[config.mk]
export PLATFORM = sky130hd
export DESIGN_NAME = converter_fault_protection
export DESIGN_NICKNAME = d
export VERILOG_FILES = /design/src/rtl/cfp_pkg.sv /design/src/rtl/cfp_ctrl.sv /design/src/rtl/cfp_datapath.sv /design/src/rtl/converter_fault_protection.sv
export SDC_FILE = /design/constraint.sdc
export NUM_CORES = 2
export LEC_CHECK = 0
export BUFFER_PORTS_ARGS = -buffer_cell sky130_fd_sc_hd__buf_4
export CORE_MARGIN = 8
export CORE_UTILIZATION = 38
export CTS_BUF_LIST = sky130_fd_sc_hd__clkbuf_4
export DETAILED_ROUTE_END_ITERATION = 6
export GPL_TIMING_DRIVEN = 0
export PLACE_DENSITY_LB_ADDON = 0.15
export SLEW_MARGIN = 15
export SYNTH_ARGS = -nofsm -noshare
export SYNTH_HDL_FRONTEND = slang
export SYNTH_HIERARCHICAL = 1
export SYNTH_SLANG_ARGS = --single-unit
[constraint.sdc]
create_clock -name clk -period 9.89 [get_ports clk]
set_input_delay 1.978 -clock clk [delete_from_list [all_inputs] [get_ports clk]]
set_output_delay 1.978 -clock clk [all_outputs]
set_load 0.05 [all_outputs]
[src/rtl/cfp_pkg.sv]
// shared types and constants for the converter fault protection block
`timescale 1ns / 1ps
`default_nettype none
package cfp_pkg;

  localparam int FRAC_BITS_DEF = 16;

  localparam int CFG_IDX_W  = 3;
  localparam int CFG_DATA_W = 32;

  typedef enum logic [CFG_IDX_W-1:0] {
    CFG_CURRENT_LIMIT     = 3'd0,
    CFG_IN_CURRENT_LIMIT  = 3'd1,
    CFG_IN_VOLTAGE_LIMIT  = 3'd2,
    CFG_OUT_VOLTAGE_LIMIT = 3'd3,
    CFG_CURRENT_NOMINAL   = 3'd4,
    CFG_INTEGRAL_LIMIT    = 3'd5,
    CFG_CURRENT_GAIN      = 3'd6,
    CFG_SAMPLE_PERIOD     = 3'd7
  } cfg_idx_t;

  localparam logic signed [31:0] CURRENT_LIMIT_RST     = 32'sd524288;
  localparam logic signed [31:0] IN_CURRENT_LIMIT_RST  = 32'sd196608;
  localparam logic signed [31:0] IN_VOLTAGE_LIMIT_RST  = 32'sd5898240;
  localparam logic signed [31:0] OUT_VOLTAGE_LIMIT_RST = 32'sd6553600;
  localparam logic signed [31:0] CURRENT_NOMINAL_RST   = 32'sd393216;
  localparam logic signed [31:0] INTEGRAL_LIMIT_RST    = 32'sd3932160;
  localparam logic signed [31:0] CURRENT_GAIN_RST      = 32'sd130;
  localparam logic [16:0]        SAMPLE_PERIOD_RST     = 17'd3;

  typedef enum logic [2:0] {
    OP_IL   = 3'd0,
    OP_IIN  = 3'd1,
    OP_VIN  = 3'd2,
    OP_VOUT = 3'd3,
    OP_INT  = 3'd4
  } op_t;

  typedef struct packed {
    logic [11:0] adc_out_voltage;
    logic [11:0] adc_coil_current;
    logic [11:0] adc_in_voltage;
    logic [11:0] adc_in_current;
  } in_t;

  typedef struct packed {
    logic [3:0]         fault_bits;
    logic               pwm_off;
    logic               integral_trip;
    logic signed [31:0] coil_current;
    logic [30:0]        integral_value;
  } out_t;

  typedef struct packed {
    logic load;
    logic mul_en;
    op_t  mul_op;
    logic post_en;
    op_t  post_op;
    logic commit;
  } cmd_t;

  typedef struct packed {
    logic out_free;
  } sts_t;

endpackage
`default_nettype wire

[src/rtl/cfp_ctrl.sv]
// sequencer that steps one sample set through the shared multiplier
`timescale 1ns / 1ps
`default_nettype none
module cfp_ctrl
  import cfp_pkg::*;
(
  input  wire  clk,
  input  wire  rst_n,
  input  wire  in_valid,
  output logic in_stall,
  input  sts_t sts,
  output cmd_t cmd
);

  typedef enum logic [2:0] {
    S_IDLE,
    S_IL,
    S_IIN,
    S_VIN,
    S_VOUT,
    S_INT,
    S_SUM,
    S_FIN
  } state_t;

  state_t state_r;
  state_t state_nxt;
  logic   take;

  always_comb begin
    in_stall = !((state_r == S_IDLE) || ((state_r == S_FIN) && sts.out_free));
    take     = in_valid && !in_stall;

    cmd         = '0;
    cmd.load    = take;
    cmd.mul_op  = OP_IL;
    cmd.post_op = OP_IL;
    state_nxt   = state_r;

    case (state_r)
      S_IDLE: begin
        if (take) state_nxt = S_IL;
      end
      S_IL: begin
        cmd.mul_en = 1'b1;
        cmd.mul_op = OP_IL;
        state_nxt  = S_IIN;
      end
      S_IIN: begin
        cmd.mul_en  = 1'b1;
        cmd.mul_op  = OP_IIN;
        cmd.post_en = 1'b1;
        cmd.post_op = OP_IL;
        state_nxt   = S_VIN;
      end
      S_VIN: begin
        cmd.mul_en  = 1'b1;
        cmd.mul_op  = OP_VIN;
        cmd.post_en = 1'b1;
        cmd.post_op = OP_IIN;
        state_nxt   = S_VOUT;
      end
      S_VOUT: begin
        cmd.mul_en  = 1'b1;
        cmd.mul_op  = OP_VOUT;
        cmd.post_en = 1'b1;
        cmd.post_op = OP_VIN;
        state_nxt   = S_INT;
      end
      S_INT: begin
        cmd.mul_en  = 1'b1;
        cmd.mul_op  = OP_INT;
        cmd.post_en = 1'b1;
        cmd.post_op = OP_VOUT;
        state_nxt   = S_SUM;
      end
      S_SUM: begin
        cmd.post_en = 1'b1;
        cmd.post_op = OP_INT;
        state_nxt   = S_FIN;
      end
      S_FIN: begin
        if (sts.out_free) begin
          cmd.commit = 1'b1;
          state_nxt  = take ? S_IL : S_IDLE;
        end
      end
      default: begin
        state_nxt = S_IDLE;
      end
    endcase
  end

  always_ff @(posedge clk) begin
    if (!rst_n) begin
      state_r <= S_IDLE;
    end else begin
      state_r <= state_nxt;
    end
  end

endmodule
`default_nettype wire

[src/rtl/cfp_datapath.sv]
// scaling, limit checks, integrator and result register
`timescale 1ns / 1ps
`default_nettype none
module cfp_datapath
  import cfp_pkg::*;
#(
  parameter int FRAC_BITS = FRAC_BITS_DEF
) (
  input  wire                  clk,
  input  wire                  rst_n,
  input  wire                  cfg_we,
  input  wire  [CFG_IDX_W-1:0] cfg_index,
  input  wire  [CFG_DATA_W-1:0] cfg_wdata,
  input  in_t                  in_data,
  input  cmd_t                 cmd,
  output sts_t                 sts,
  output logic                 out_valid,
  input  wire                  out_stall,
  output out_t                 out_data
);

  localparam longint OutVoltMag   = ((longint'(11) <<< FRAC_BITS) + 2925) / 5850;
  localparam longint OutVoltOfs   = ((longint'(502) <<< FRAC_BITS) + 2) / 5;
  localparam longint InVoltGainL  = ((longint'(12491) <<< FRAC_BITS) + 250000) / 500000;
  localparam longint InCurGainL   = ((longint'(9897) <<< FRAC_BITS) + 5000000) / 10000000;

  localparam logic signed [32:0] OutVoltGain   = 33'(-OutVoltMag);
  localparam logic signed [32:0] InVoltGain    = 33'(InVoltGainL);
  localparam logic signed [32:0] InCurGain     = 33'(InCurGainL);
  localparam logic signed [51:0] OutVoltOffset = 52'(OutVoltOfs);

  localparam logic signed [51:0] S32Max = 52'sd2147483647;
  localparam logic signed [51:0] S32Min = -52'sd2147483648;

  function automatic logic signed [31:0] sat32(input logic signed [51:0] v);
    logic signed [31:0] r;
    if (v > S32Max) begin
      r = 32'sh7fffffff;
    end else if (v < S32Min) begin
      r = 32'sh80000000;
    end else begin
      r = v[31:0];
    end
    return r;
  endfunction

  // configuration
  logic signed [31:0] current_limit_r;
  logic signed [31:0] in_current_limit_r;
  logic signed [31:0] in_voltage_limit_r;
  logic signed [31:0] out_voltage_limit_r;
  logic signed [31:0] current_nominal_r;
  logic signed [31:0] integral_limit_r;
  logic signed [31:0] current_gain_r;
  logic [16:0]        sample_period_r;

  // working registers
  in_t                smp_r;
  logic signed [50:0] prod_r;
  logic signed [50:0] prod_nxt;
  logic signed [31:0] il_r;
  logic signed [32:0] diff_r;
  logic [30:0]        sum_r;
  logic [30:0]        sum_nxt;

  // architectural state
  logic [30:0] integ_r;
  logic [30:0] integ_nxt;
  logic [3:0]  fault_r;
  logic [3:0]  fault_nxt;
  logic        pwm_r;
  logic        pwm_nxt;

  logic        out_valid_r;
  out_t        out_r;
  out_t        out_nxt;

  logic signed [32:0] mul_a;
  logic signed [17:0] mul_b;
  logic signed [50:0] mul_a_ext;
  logic signed [50:0] mul_b_ext;

  logic signed [51:0] post_in;
  logic signed [31:0] post_val;
  logic signed [31:0] post_lim;
  logic               post_over;
  logic signed [50:0] int_term;
  logic signed [51:0] int_sum;
  logic               trip;

  // shared multiplier operand select
  always_comb begin
    case (cmd.mul_op)
      OP_IL: begin
        mul_a = 33'(current_gain_r);
        mul_b = $signed({6'd0, smp_r.adc_coil_current});
      end
      OP_IIN: begin
        mul_a = InCurGain;
        mul_b = $signed({6'd0, smp_r.adc_in_current});
      end
      OP_VIN: begin
        mul_a = InVoltGain;
        mul_b = $signed({6'd0, smp_r.adc_in_voltage});
      end
      OP_VOUT: begin
        mul_a = OutVoltGain;
        mul_b = $signed({6'd0, smp_r.adc_out_voltage});
      end
      OP_INT: begin
        mul_a = diff_r;
        mul_b = $signed({1'b0, sample_period_r});
      end
      default: begin
        mul_a = '0;
        mul_b = '0;
      end
    endcase
    mul_a_ext = 51'(mul_a);
    mul_b_ext = 51'(mul_b);
    prod_nxt  = mul_a_ext * mul_b_ext;
  end

  // product post-processing
  always_comb begin
    if (cmd.post_op == OP_VOUT) begin
      post_in = 52'(prod_r) + OutVoltOffset;
    end else begin
      post_in = 52'(prod_r);
    end
    post_val = sat32(post_in);

    case (cmd.post_op)
      OP_IL:   post_lim = current_limit_r;
      OP_IIN:  post_lim = in_current_limit_r;
      OP_VIN:  post_lim = in_voltage_limit_r;
      OP_VOUT: post_lim = out_voltage_limit_r;
      default: post_lim = 32'sh7fffffff;
    endcase
    post_over = cmd.post_en && (cmd.post_op != OP_INT) && (post_val > post_lim);

    // arithmetic shift rounds toward minus infinity
    int_term = prod_r >>> FRAC_BITS;
    int_sum  = 52'($signed({1'b0, integ_r})) + 52'(int_term);
    if (int_sum < 52'sd0) begin
      sum_nxt = '0;
    end else if (int_sum > S32Max) begin
      sum_nxt = '1;
    end else begin
      sum_nxt = int_sum[30:0];
    end
  end

  // latch updates and result assembly
  always_comb begin
    trip      = $signed({1'b0, sum_r}) > integral_limit_r;
    fault_nxt = fault_r;
    pwm_nxt   = pwm_r;
    integ_nxt = integ_r;
    if (post_over) begin
      fault_nxt[cmd.post_op[1:0]] = 1'b1;
      pwm_nxt                     = 1'b1;
    end
    if (cmd.commit) begin
      if (trip) begin
        fault_nxt = '0;
        pwm_nxt   = 1'b1;
        integ_nxt = '0;
      end else begin
        integ_nxt = sum_r;
      end
    end
    out_nxt.fault_bits     = fault_nxt;
    out_nxt.pwm_off        = pwm_nxt;
    out_nxt.integral_trip  = trip;
    out_nxt.coil_current   = il_r;
    out_nxt.integral_value = integ_nxt;
  end

  always_ff @(posedge clk) begin
    if (!rst_n) begin
      current_limit_r     <= CURRENT_LIMIT_RST;
      in_current_limit_r  <= IN_CURRENT_LIMIT_RST;
      in_voltage_limit_r  <= IN_VOLTAGE_LIMIT_RST;
      out_voltage_limit_r <= OUT_VOLTAGE_LIMIT_RST;
      current_nominal_r   <= CURRENT_NOMINAL_RST;
      integral_limit_r    <= INTEGRAL_LIMIT_RST;
      current_gain_r      <= CURRENT_GAIN_RST;
      sample_period_r     <= SAMPLE_PERIOD_RST;
      integ_r             <= '0;
      fault_r             <= '0;
      pwm_r               <= 1'b0;
      out_valid_r         <= 1'b0;
    end else begin
      if (cfg_we) begin
        case (cfg_idx_t'(cfg_index))
          CFG_CURRENT_LIMIT:     current_limit_r     <= $signed(cfg_wdata);
          CFG_IN_CURRENT_LIMIT:  in_current_limit_r  <= $signed(cfg_wdata);
          CFG_IN_VOLTAGE_LIMIT:  in_voltage_limit_r  <= $signed(cfg_wdata);
          CFG_OUT_VOLTAGE_LIMIT: out_voltage_limit_r <= $signed(cfg_wdata);
          CFG_CURRENT_NOMINAL:   current_nominal_r   <= $signed(cfg_wdata);
          CFG_INTEGRAL_LIMIT:    integral_limit_r    <= $signed(cfg_wdata);
          CFG_CURRENT_GAIN:      current_gain_r      <= $signed(cfg_wdata);
          CFG_SAMPLE_PERIOD:     sample_period_r     <= cfg_wdata[16:0];
          default: ;
        endcase
      end
      integ_r <= integ_nxt;
      fault_r <= fault_nxt;
      pwm_r   <= pwm_nxt;
      if (cmd.commit) begin
        out_valid_r <= 1'b1;
      end else if (!out_stall) begin
        out_valid_r <= 1'b0;
      end
    end
  end

  always_ff @(posedge clk) begin
    if (cmd.load) begin
      smp_r <= in_data;
    end
    if (cmd.mul_en) begin
      prod_r <= prod_nxt;
    end
    if (cmd.post_en && (cmd.post_op == OP_IL)) begin
      il_r   <= post_val;
      diff_r <= 33'(post_val) - 33'(current_nominal_r);
    end
    if (cmd.post_en && (cmd.post_op == OP_INT)) begin
      sum_r <= sum_nxt;
    end
    if (cmd.commit) begin
      out_r <= out_nxt;
    end
  end

  assign sts.out_free = !out_valid_r || !out_stall;
  assign out_valid    = out_valid_r;
  assign out_data     = out_r;

endmodule
`default_nettype wire

[src/rtl/converter_fault_protection.sv]
// top level of the converter fault protection block
// a new sample set is taken only while idle or as the previous set commits its result;
// each set makes five passes through the shared 33x18 multiplier, then the
// integrator sum and commit steps
// reset: limits, gains and sample period to defaults; integrator, faults and
// pwm-off latch cleared; no result pending
`timescale 1ns / 1ps
`default_nettype none
module converter_fault_protection
  import cfp_pkg::*;
#(
  parameter int FRAC_BITS = FRAC_BITS_DEF
) (
  input  wire                   clk,
  input  wire                   rst_n,
  input  wire                   cfg_we,
  input  wire  [CFG_IDX_W-1:0]  cfg_index,
  input  wire  [CFG_DATA_W-1:0] cfg_wdata,
  input  wire                   in_valid,
  output logic                  in_stall,
  input  in_t                   in_data,
  output logic                  out_valid,
  input  wire                   out_stall,
  output out_t                  out_data
);

  cmd_t cmd;
  sts_t sts;

  cfp_ctrl u_ctrl (
    .clk      (clk),
    .rst_n    (rst_n),
    .in_valid (in_valid),
    .in_stall (in_stall),
    .sts      (sts),
    .cmd      (cmd)
  );

  cfp_datapath #(
    .FRAC_BITS (FRAC_BITS)
  ) u_datapath (
    .clk       (clk),
    .rst_n     (rst_n),
    .cfg_we    (cfg_we),
    .cfg_index (cfg_index),
    .cfg_wdata (cfg_wdata),
    .in_data   (in_data),
    .cmd       (cmd),
    .sts       (sts),
    .out_valid (out_valid),
    .out_stall (out_stall),
    .out_data  (out_data)
  );

endmodule
`default_nettype wire

==> out/qor.csv <==
metric,value,unit
yosys.area_share.simple,14.8,%
insertion_delay,1010,ps
initial_core_util,38.3,%
yosys_warnings,6,
ir_drop,108,uV
dpl.hpwl,128,mm
cap_viol_max_count,0,
critPathRequiredTime,10640,ps
synthArstFlopShare,0,%
cts_tree,built,
reg2reg_from,u_ctrl/state_r[2]$_SDFFE_PN0P_,
relSlewSlack,17.8,%
grt_pass1_wl,240,mm
muxShareOfSynthArea,2.30,%
critPathTopFamily,adder cells,
ys.flop_type,dfxtp_1,
die_area,132000,um^2
synth.distinct_cells,91,
grt_pass1_vias,37462,
numCtsBuffers,149,
synthXorXnorAreaFrac,2.69,%
hold_viol,0,
path_max_fanout,10,
r2r_cells,31,
routed-via-count,37323,
r2r_slack,370,ps
timing.rr.end,u_datapath/prod_r[37]$_DFFE_PP_,
p_leak,21.0,nW
cts_buffer_depth,3,
globalplace.congestion,0.935,
overflow,0,
core_region_area,120000,um^2
cp_common_cell,fa_1,
hp-class,reg2reg,
synth_top_family_by_area,adder cells,
grt_util_all_layers,24.0,%
maxSlewViolCount,0,
synth.avg_cell_area,9.10,um^2
slowest_delay,560,ps
timing.final.crit_period,9520,ps
startpoint_type,register,
drt_wl_total,160,mm
drc,0,
clock-sinks,545,
crit_path_end_kind,register,
syn_area,46000,um^2
tightestPinTransition,1230,ps
syn-instance-count,5054,
ys_seq_area_share,29.5,%
wl_per_cell,22.7,um
hold_path_startpoint,u_datapath/il_r[15]$_DFFE_PP_,
hold_depth,0,
clkSlewWorstSetupHoldPaths,70,ps
layout.nets,6222,
period_share,96.3,%
io_pins,159,
rsz0062_at_grt,true,
cp_slowest_cell,fa_1,
port_buffers,137,
syn-num-nets,5927,
status,"complete, no violations",
post_drt_via_cell_ratio,5.27,
dieWidth,364,um
die_y,364,um
skew,73.2,ps
ys_ff_latch,545,
hold-path-endpoint,u_datapath/out_data[46]$_DFFE_PP_,
grt_max_degree,76,
synth_compound_area_share,12.2,%
ant_nets,0,
tns,0,ps
fmax,105,MHz
crit_arrival,10270,ps
placedInstanceArea,49200,um^2
finalSetupViolations,0,
antenna_found_initial,7,
clockRootBuffer,clkbuf_4,
path_buf_inv,10,
drive_gt1_share,11.3,%
power_density,175,nW/um^2
area_delta_synth_final,11.8,%
path_class,reg2reg,
firstDrtPassIters,6,
synth_edf_count,264,
synth_fa_ha_area_share,30.1,%
cts_max_level,4,
drt_iter0_drc,2923,
rows,127,
stdcell_area,51400,um^2
layer usage:
metal  GRT usage, %  part of all wire (%)  vias up
met5              0                0.0081        -
met4           7.69                   3.1        2
met3           3.63                   6.6      231
met2           37.6                    45     1361
met1           34.2                    46    18539
li1               -                     -    17190
kinds of logic after synthesis:
family | after synthesis
and+or+nand+nor | 1620
buffers and inverters | 1001
AOI/OAI and AO/OA | 897
adders and majority gates | 785
DFF | 545
xor gates and xnor gates | 141
muxes | 65
Yosys cell counts, types with 35 or more instances:
cell type,n,area share [%]
a21o_1,75,1.2
a21oi_1,416,4.5
clkbuf_1,233,1.9
dfxtp_1,281,12
edfxtp_1,264,17
fa_1,538,23
ha_1,247,6.7
inv_1,724,5.9
nand2_1,973,7.9
nand3_1,97,1.1
nand4_1,39,0.53
nor2_1,326,2.7
nor3_1,35,0.38
o21a_1,50,0.82
o21ai_0,91,0.99
o22ai_1,46,0.63
xnor2_1,80,1.5
xor2_1,61,1.2
power breakdown:
group	total (W)	internal, W	switching, W
Clock	0.00207	0.00109	0.000986
Combinational	0.00400	0.00139	0.00262
Sequential	0.00290	0.00271	0.000188
metrics by stage:
step                      setup WS [ps]  hold WS [ps]  std cells  total power [W]  utilization, %
after floorplan                    1580           400       5054          0.00545               -
after global placement             -984           404       6803          0.00679            40.9
after detailed placement           -729           405       6810          0.00682            41.0
after CTS                          40.8           388       7075          0.00897            42.7
after global routing               7.31           408       7081          0.00956            42.8
final                               365           395       7082          0.00897            42.8
registers in the layout, indices dropped and copies added (netlist names):
name                            count
u_datapath/current_limit_r         32
u_datapath/fault_r                  4
u_datapath/smp_r                   48
u_datapath/out_voltage_limit_r     32
u_datapath/out_valid                1
u_datapath/il_r                    32
u_datapath/sum_r                   31
u_datapath/out_data                69
u_datapath/pwm_r                    1
u_datapath/in_voltage_limit_r      32
u_datapath/current_nominal_r       32
u_datapath/integral_limit_r        32
u_datapath/sample_period_r         17
u_datapath/current_gain_r          32
u_datapath/diff_r                  33
u_ctrl/state_r                      3
u_datapath/prod_r                  51
u_datapath/in_current_limit_r      32
u_datapath/integ_r                 31
final cells by class:
class                   count  area (um^2)
fillers                 12009        68600
multi-input cells        3508        28800
flip-flops and latches    545        13600
inverters                 725         2730
well taps                1612         2020
clock buffers             224         1680
repair buffers            147         1180
plain buffers             273         1180
clock inverters            42          233
diodes                      6         15.0
placed cells by master (no fill, tap or decap), types with 20 or more instances in the layout:
cell	Yosys	final
a21o_1	75	75
a21oi_1	416	411
and2_1	25	24
and3_1	22	20
buf_4	5	145
clkbuf_1	233	175
clkbuf_2	17	70
clkbuf_4	0	224
clkinv_1	1	25
dfxtp_1	281	281
edfxtp_1	264	264
fa_1	538	537
ha_1	247	247
inv_1	724	723
mux2i_1	27	27
mux4_2	32	32
nand2_1	973	973
nand3_1	97	97
nand4_1	39	39
nor2_1	326	325
nor2b_1	27	27
nor3_1	35	35
o211ai_1	26	26
o21a_1	50	50
o21ai_0	91	69
o21ai_2	30	49
o22ai_1	46	40
o32ai_1	31	31
xnor2_1	80	80
xor2_1	61	61
worst register-to-register path: cells and delay by family (launching register included):
family                     cells  cell delay, ps
buffers and inverters         10            1860
and+or+nand+nor                3             510
adders and majority gates      7            3570
DFF                            1             370
xor gates and xnor gates       2             430
AOI/OAI and AO/OA              9            2560
worst max-delay path by stage:
stage / depth (start not counted) / startpoint / slack (ps) / endpoint
finish: 31 / u_ctrl/state_r[2]$_SDFFE_PN0P_ / 370 / u_datapath/prod_r[37]$_DFFE_PP_
global route: 32 / u_ctrl/state_r[2]$_SDFFE_PN0P_ / 7 / u_datapath/prod_r[49]$_DFFE_PP_
CTS: 31 / u_ctrl/state_r[2]$_SDFFE_PN0P_ / 40 / u_datapath/prod_r[49]$_DFFE_PP_
detailed placement: 25 / u_ctrl/state_r[2]$_SDFFE_PN0P_ / -730 / u_datapath/prod_r[48]$_DFFE_PP_
global placement: 33 / u_ctrl/state_r[2]$_SDFFE_PN0P_ / -980 / u_datapath/prod_r[36]$_DFFE_PP_
floorplan: 31 / u_ctrl/state_r[2]$_SDFFE_PN0P_ / 1580 / u_datapath/prod_r[49]$_DFFE_PP_
timing repair:
action,CTS,global route
pin swaps,0,1
buffers inserted,0,3
hold buffers,0,0
setup endpoints to repair,23,16
gates resized for setup,55,93
No activity file was read; power rests on OpenSTA's default activity.
